**src/rtl/tll_pkg.sv**
```systemverilog
`timescale 1ns / 1ps
`default_nettype none

package tll_pkg;

  localparam int DEF_PAGES = 1024;

  // Page sites
  localparam logic [1:0] SITE_NONE     = 2'd0;
  localparam logic [1:0] SITE_INACTIVE = 2'd1;
  localparam logic [1:0] SITE_ACTIVE   = 2'd2;
  localparam logic [1:0] SITE_RADIX    = 2'd3;

  // Command codes
  localparam logic [3:0] CMD_ALLOC     = 4'd0;
  localparam logic [3:0] CMD_ADD       = 4'd1;
  localparam logic [3:0] CMD_SETBACK   = 4'd2;
  localparam logic [3:0] CMD_DELETE    = 4'd3;
  localparam logic [3:0] CMD_RD_MISS   = 4'd4;
  localparam logic [3:0] CMD_RD_HIT    = 4'd5;
  localparam logic [3:0] CMD_WR_MISS   = 4'd6;
  localparam logic [3:0] CMD_WR_HIT    = 4'd7;
  localparam logic [3:0] CMD_WB_RETURN = 4'd8;
  localparam logic [3:0] CMD_REBALANCE = 4'd9;
  localparam logic [3:0] CMD_SHRINK    = 4'd10;

  // List insertion kinds
  localparam logic [1:0] PUSH_NONE  = 2'd0;
  localparam logic [1:0] PUSH_IHEAD = 2'd1;
  localparam logic [1:0] PUSH_AHEAD = 2'd2;
  localparam logic [1:0] PUSH_ITAIL = 2'd3;

  // Configuration register indexes
  localparam logic [1:0] REG_TOTAL_PAGES  = 2'd0;
  localparam logic [1:0] REG_TOTAL_SHIFT  = 2'd1;
  localparam logic [1:0] REG_LIST_SHIFT   = 2'd2;
  localparam logic [1:0] REG_MIN_INACTIVE = 2'd3;

  localparam logic [10:0] RST_TOTAL_PAGES  = 11'd1024;
  localparam logic [3:0]  RST_TOTAL_SHIFT  = 4'd1;
  localparam logic [3:0]  RST_LIST_SHIFT   = 4'd1;
  localparam logic [10:0] RST_MIN_INACTIVE = 11'd32;

  typedef struct packed {
    logic [1:0] site;
    logic       refd;
    logic       actv;
  } meta_t;

  typedef struct packed {
    logic       unlink;
    logic [1:0] push;
    logic       meta_we;
    meta_t      meta;
    logic       demote;
  } plan_t;

endpackage

`default_nettype wire

```
**src/rtl/tll_plan.sv**
```systemverilog
`timescale 1ns / 1ps
`default_nettype none

// Decide unlink, insertion and new marks of one page from its stored marks.
module tll_plan import tll_pkg::*; (
  input  logic [3:0] cmd,
  input  logic       wb,
  input  logic       to_act,
  input  meta_t      cur,
  output plan_t      plan
);

  logic listed;
  logic move;

  always_comb begin
    listed = (cur.site == SITE_INACTIVE) || (cur.site == SITE_ACTIVE);
    move   = wb ? (!cur.actv && cur.refd) : (cur.site == SITE_INACTIVE);
    plan         = '0;
    plan.push    = PUSH_NONE;
    plan.meta    = cur;
    unique case (cmd)
      CMD_ALLOC: begin
        plan.unlink    = listed;
        plan.meta_we   = 1'b1;
        plan.meta.site = SITE_NONE;
        plan.meta.refd = 1'b0;
        plan.meta.actv = 1'b0;
      end
      CMD_ADD: begin
        plan.unlink    = listed;
        plan.push      = cur.actv ? PUSH_AHEAD : PUSH_IHEAD;
        plan.meta_we   = 1'b1;
        plan.meta.site = cur.actv ? SITE_ACTIVE : SITE_INACTIVE;
      end
      CMD_SETBACK: begin
        plan.unlink    = listed;
        plan.push      = PUSH_ITAIL;
        plan.meta_we   = 1'b1;
        plan.meta.site = SITE_INACTIVE;
      end
      CMD_DELETE: begin
        plan.unlink    = listed;
        plan.meta_we   = listed;
        plan.meta.site = SITE_NONE;
      end
      CMD_RD_MISS: begin
        plan.unlink    = listed;
        plan.push      = PUSH_IHEAD;
        plan.meta_we   = 1'b1;
        plan.meta.site = SITE_INACTIVE;
        plan.meta.refd = 1'b1;
      end
      CMD_RD_HIT: begin
        if (!cur.refd) begin
          plan.meta_we   = 1'b1;
          plan.meta.refd = 1'b1;
        end else if (!cur.actv) begin
          plan.meta_we   = 1'b1;
          plan.meta.refd = 1'b0;
          plan.meta.actv = 1'b1;
          if (move) begin
            plan.unlink    = listed;
            plan.push      = PUSH_AHEAD;
            plan.meta.site = SITE_ACTIVE;
          end
        end
      end
      CMD_WR_MISS: begin
        plan.unlink    = listed;
        plan.meta_we   = 1'b1;
        plan.meta.site = SITE_RADIX;
        plan.meta.refd = 1'b1;
      end
      CMD_WR_HIT: begin
        plan.unlink    = listed;
        plan.meta_we   = 1'b1;
        plan.meta.site = SITE_RADIX;
        if (!cur.refd) begin
          plan.meta.refd = 1'b1;
        end else if (!cur.actv) begin
          plan.meta.refd = 1'b0;
          plan.meta.actv = 1'b1;
        end
      end
      CMD_WB_RETURN: begin
        plan.unlink    = listed;
        plan.push      = to_act ? PUSH_AHEAD : PUSH_IHEAD;
        plan.meta_we   = 1'b1;
        plan.meta.site = to_act ? SITE_ACTIVE : SITE_INACTIVE;
      end
      CMD_REBALANCE: begin
        plan.unlink    = listed;
        plan.push      = PUSH_IHEAD;
        plan.meta_we   = 1'b1;
        plan.meta.site = SITE_INACTIVE;
        plan.meta.refd = 1'b0;
        plan.meta.actv = 1'b0;
        plan.demote    = 1'b1;
      end
      CMD_SHRINK: begin
        plan.meta_we = 1'b1;
        if (cur.refd) begin
          plan.meta.refd = 1'b0;
        end else begin
          plan.unlink    = listed;
          plan.push      = PUSH_IHEAD;
          plan.meta.site = SITE_INACTIVE;
          plan.meta.refd = 1'b0;
          plan.meta.actv = 1'b0;
          plan.demote    = 1'b1;
        end
      end
      default: begin
      end
    endcase
  end

endmodule

`default_nettype wire

```
**config.mk**
```make
export PLATFORM = sky130hd
export DESIGN_NAME = tll_plan
export DESIGN_NICKNAME = d
export VERILOG_FILES = /design/src/rtl/tll_pkg.sv /design/src/rtl/tll_plan.sv
export SDC_FILE = /design/constraint.sdc
export NUM_CORES = 1
export LEC_CHECK = 0
export ABC_AREA = 1
export ABC_CLOCK_PERIOD_IN_PS = 1200
export BUFFER_PORTS_ARGS = -buffer_cell sky130_fd_sc_hd__buf_2
export CAP_MARGIN = 40
export CORE_AREA = 2 2 39 41
export DETAILED_ROUTE_END_ITERATION = 7
export DIE_AREA = 0 0 41 43
export GPL_TIMING_DRIVEN = 0
export SLEW_MARGIN = 20
export SYNTH_ARGS = -nofsm -noshare
export SYNTH_HDL_FRONTEND = slang
export SYNTH_SLANG_ARGS = --single-unit
```
**constraint.sdc**
```tcl
create_clock -name vclk -period 1.2
set_input_delay 0.06 -clock vclk [all_inputs]
set_output_delay 0.06 -clock vclk [all_outputs]
set_load 0.02 [all_outputs]
```
==> results of run 1 <==
final timing paths:
check | start | to | slack [ns] | depth (start not counted)
worst max-delay path | cmd[3] | plan[6] | 0.16 | 7
worst min-delay path | cur[2] | plan[3] | 0.49 | 4
cells by family (layout without fill, tap and decap cells):
family | Yosys count | in the layout | share of synthesized area (%)
simple gates | 61 | 61 | 70.45
compound gates | 6 | 6 | 8.357
buf+inv | 16 | 33 | 18.21
fa+ha+maj | 1 | 1 | 2.985
critical path, stage by stage:
cell and delay (ns):
buf_2 0.14, nor2_1 0.27, nand2_1 0.13, nand3_1 0.12, nor2_2 0.05, nand2_1 0.05, buf_2 0.16
per-stage QoR:
stage	hold WS, ns	setup slack, ns	instance area, um2	cells	util [%]
2_1_floorplan	0.2828	0.3722	419.2	84	-
5_1_grt	0.5310	0.05817	524.3	117	37.88
4_1_cts	0.4888	0.1616	524.3	117	37.88
3_5_place_dp	0.4888	0.1654	524.3	117	37.88
6_report	0.4893	0.1604	524.3	117	37.88
3_3_place_gp	0.4823	0.1726	524.3	117	37.88
area by class of cell:
class | count | area (um2) | area share [%]
multi-input combinational | 68 | 342.8 | 65.39
timing repair buffer | 17 | 85.08 | 16.23
inverter | 14 | 53.80 | 10.26
buffer | 2 | 22.52 | 4.296
tap | 16 | 20.02 | 3.819
cell usage in the layout, fill, tap and decap left out, drive strengths merged:
cell type	n
inv	13
nand4	1
ha	1
a22oi	1
buf	19
nor2	16
nand3	13
clkinv	1
nand2	31
a21oi	1
o21ai	3
o211ai	1
metal layers:
metal | up-vias | routed length, um
met2 | 15 | 477
li1 | 296 | -
met4 | 0 | 0
met3 | 0 | 70
met1 | 238 | 499
met5 | - | 0
where the power goes:
group / leakage, nW / switching, mW / internal [mW] / total (mW)
Sequential: 0 / 0 / 0 / 0
Clock: 0 / 0 / 0 / 0
Combinational: 0.329 / 0.135 / 0.0738 / 0.209
Total: 0.329 / 0.135 / 0.0738 / 0.209
==> out/qor.yml, run 1 <==
status: "finished clean"
grt_pass1_vias: 423
synth.net_count: 95
yosysTopAreaCell: "nand2_1"
drt_iter0_drc: 13
nClkBuffers: 0
ios: 19
fill_cells: 171
start_util_pct: 30.29
drt_pre_antenna_iters: 4
grt_overflow: 0
synth.avg_cell_area_um2: 4.990
antenna_left: 0
post_cts_buffers: 0
fin_crit_ns: 1.040
crit_type: "primary input to primary output"
dieArea_mm2: 0.001763
ff_latch_area_um2: 0
tns_ns: 0
core_mm2: 0.001384
yosysWarnings: 0
yosys-top-cells-count: "nand2_1 (30), nand3_1 (11), inv_1 (10), nor2_1 (8), nor2_2 (5)"
drive_gt1_share_pct: 33.66
cts-resized-gates: 0
final_nets: 114
grt_usage_pct: 13.49
wire_per_inst_um: 8.949
hpwl_um: 880.4
synth_area_leaders: "nand2_1 (27%), nand3_1 (13%), inv_1 (9.0%)"
finalPower_mw: 0.2087
port_buffers: 17
crit_path_end_kind: "primary output"
peakVddDrop_v: 0.0001692
n_sequential_cell: 0
syn_inst: 84
synthesis.area_um2: 419.2
die_x_um: 41
antenna_found_initial: 0
final-hold-violation-count: 0
drc: 0
fmax_mhz: 961.9
diodes: 0
ys_seq_area_share_pct: 0
synth_top_area_share_pct: 26.87
slew_viol_final: 0
worst_pin_slew_ns: 0.3003
ys_types: 17
p_leak_nw: 0.3286
hold_buffers: 0
synth_most_common_cell: "nand2_1"
grt.busiest_layer: "met1"
power.density_mw_per_mm2: 398.1
cp.arrival_ns: 0.98
die_height_um: 43
area_growth_syn_to_layout_pct: 25.07
fp-row-count: 14
routabilityCongestion: 0.7652
setup_viol: 0
met1_usage_pct: 21.52
vias: 549
grt_pass1_wl_um: 1780
use_met3_pct: 0
startpoint_type: "primary input"
maxSlewHeadroom_pct: 79.91
totalWireLength_um: 1047
holdCritPathClass: "primary input to primary output"
vias_per_cell: 4.692
use_met2_pct: 20.94
drv_cap: 0
cp.required_ns: 1.14
period_share_pct: 86.64
rsz0062_at_grt: "no"
grt_max_degree: 10
worst-path-max-fanout: 5
No activity file was read; power rests on OpenSTA's default activity.
==> run 2: changes to the inputs <==
--- a/config.mk
+++ b/config.mk
@@ -13,6 +13,7 @@
 export DETAILED_ROUTE_END_ITERATION = 7
 export DIE_AREA = 0 0 41 43
 export GPL_TIMING_DRIVEN = 0
+export RECOVER_POWER = 25
 export SLEW_MARGIN = 20
 export SYNTH_ARGS = -nofsm -noshare
 export SYNTH_HDL_FRONTEND = slang
==> constraint.sdc (replaced) <==
create_clock -name vclk -period 1.2
set_input_delay 0.24 -clock vclk [all_inputs]
set_output_delay 0.24 -clock vclk [all_outputs]
set_load 0.02 [all_outputs]
==> out/qor.yml, run 2 (same netlist as run 1, synthesis figures left out) <==
startpoint_type: "primary input"
grt_pass1_wl_um: 2070  # +16%
routabilityCongestion: 0.7652  # unchanged
die_x_um: 41  # unchanged
drv_cap: 0  # unchanged
vias_per_cell: 5.033  # +7.3%
antenna_left: 0  # unchanged
ios: 19  # unchanged
hold_path_depth: 4  # unchanged
peakVddDrop_v: 0.0002397  # +42%
die_height_um: 43  # unchanged
fp-row-count: 14  # unchanged
n_sequential_cell: 0  # unchanged
maxSlewHeadroom_pct: 85.87  # +6.0 points
final_common_cell: "nand2_1"
final_area_um2: 830.8  # +58%
cp.required_ns: 0.96  # -0.18 ns
diodes: 0  # unchanged
finalNonFillerCells: 121  # +3.4%
grt_overflow: 0  # unchanged
grt_pass1_vias: 499  # +18%
nClkBuffers: 0  # unchanged
drt_iter0_drc: 5  # -8
worst-path-max-fanout: 2  # -3
antenna_found_initial: 0  # unchanged
final-hold-violation-count: 0  # unchanged
slew_viol_final: 0  # unchanged
totalWireLength_um: 1405  # +34%
placed_cell_area_um2: 524.3  # unchanged
wire_per_inst_um: 11.61  # +30%
timing.hold.ws_ns: 0.7857  # +0.2964 ns
violations: "negative setup slack"
vias: 609  # +11%
final_nets: 118  # +3.5%
drc: 0  # unchanged
crit_chain: "buf_8 -> ha_4 -> inv_2 -> nand2_2 -> nand2_2 -> nor2_2 -> nor2_2 -> nand3_2 -> buf_6"
fin_crit_ns: 1.291  # +0.2511 ns
grt_max_degree: 10  # unchanged
p_leak_nw: 0.4269  # +30%
cp.arrival_ns: 1.05  # +0.07 ns
max_stage_delay_ns: 0.15  # -0.12 ns
holdCritPathClass: "primary input to primary output"
status: "complete, but fails checks"
ff_latch_area_um2: 0  # unchanged
worst_slack_ns: -0.09077  # -0.2511 ns
period_share_pct: 107.6  # +21 points
hpwl_um: 880.4  # unchanged
dp.cells: 117  # unchanged
final_cell_mix: "nand2_1 (16), nand2_2 (11), buf_6 (9), nor2_4 (8), nand3_1 (8)"
crit_type: "primary input to primary output"
crit_path_end_kind: "primary output"
cp.buffers_inverters: 3  # +1
finalPower_mw: 0.3463  # +66%
core_mm2: 0.001384  # unchanged
hold_path_end: "plan[3]"
drt_pre_antenna_iters: 4  # unchanged
dieArea_mm2: 0.001763  # unchanged
path_delay_family: "simple AND/OR/NAND/NOR gates"
critPathSlowestCell: "ha_4"
port_buffers: 17  # unchanged
power.density_mw_per_mm2: 416.9  # +4.7%
rsz0062_at_grt: "yes"
start_util_pct: 30.29  # unchanged
fmax_mhz: 774.7  # -19%
grt_usage_pct: 15.88  # +2.4 points
area_growth_syn_to_layout_pct: 98.21
drive_gt1_share_pct: 62.86  # +29 points
worst_pin_slew_ns: 0.2098  # -0.09050 ns
setup_viol: 8  # +8
min_from: "cur[2]"
==> run 2: cell count changes in the layout (fill, tap and decap cells not counted), sizes merged <==
cell    previous run  this run
buf               19        23
clkinv             1         0
inv               13        14
==> run 2: final cells by class <==
type	count	area, um2
fill	129	553.0
tap	16	20.02
multi-input combinational	68	476.7
inverter	14	77.57
timing repair buffer	21	221.5
buffer	2	35.03
==> run 2: through the flow <==
step | setup TNS (ns) | utilization (%) | worst slack (ns)
floorplan | 0 | - | 0.01222
global route | -0.8652 | 60.04 | -0.1445
CTS | -0.3249 | 51.54 | -0.09436
global placement | -1.360 | 37.88 | -0.1874
finish | -0.4056 | 60.04 | -0.09077
detailed placement | -1.364 | 37.88 | -0.1946
==> run 2: worst max path at each step <==
stage,start,endpoint,slack [ns],cells past startpoint
floorplan,cmd[0],plan[8],0.01,8
global placement,cmd[3],plan[6],-0.19,7
detailed placement,cmd[3],plan[6],-0.19,7
CTS,cur[3],plan[3],-0.09,11
global route,cur[3],plan[4],-0.14,10
finish,cur[2],plan[4],-0.09,9
==> run 2: tightest hold or removal path: cells and delay by family <==
family                 cells  cell delay [ns]
and+or+nand+nor            2             0.11
buffers and inverters      2             0.19
==> run 2: what timing repair did <==
item,4_1_cts,5_1_grt
buffers inserted,3,1
resized for setup,50,31
hold buffers,0,0
endpoints found under the setup margin,9,9
gates cloned,0,0
pin swaps,12,13
==> run 2: routing by layer <==
metal / wire length (um) / track usage, %
met1: 578 / 21.84
met2: 770 / 28.13
met3: 56 / 0
met4: 0 / 0
met5: 0 / 0
==> run 2: report_power, final <==
part | leakage (nW) | internal, mW | switching (mW) | total [mW]
sequential | 0 | 0 | 0 | 0
clock | 0 | 0 | 0 | 0
combinational | 0.427 | 0.161 | 0.186 | 0.346
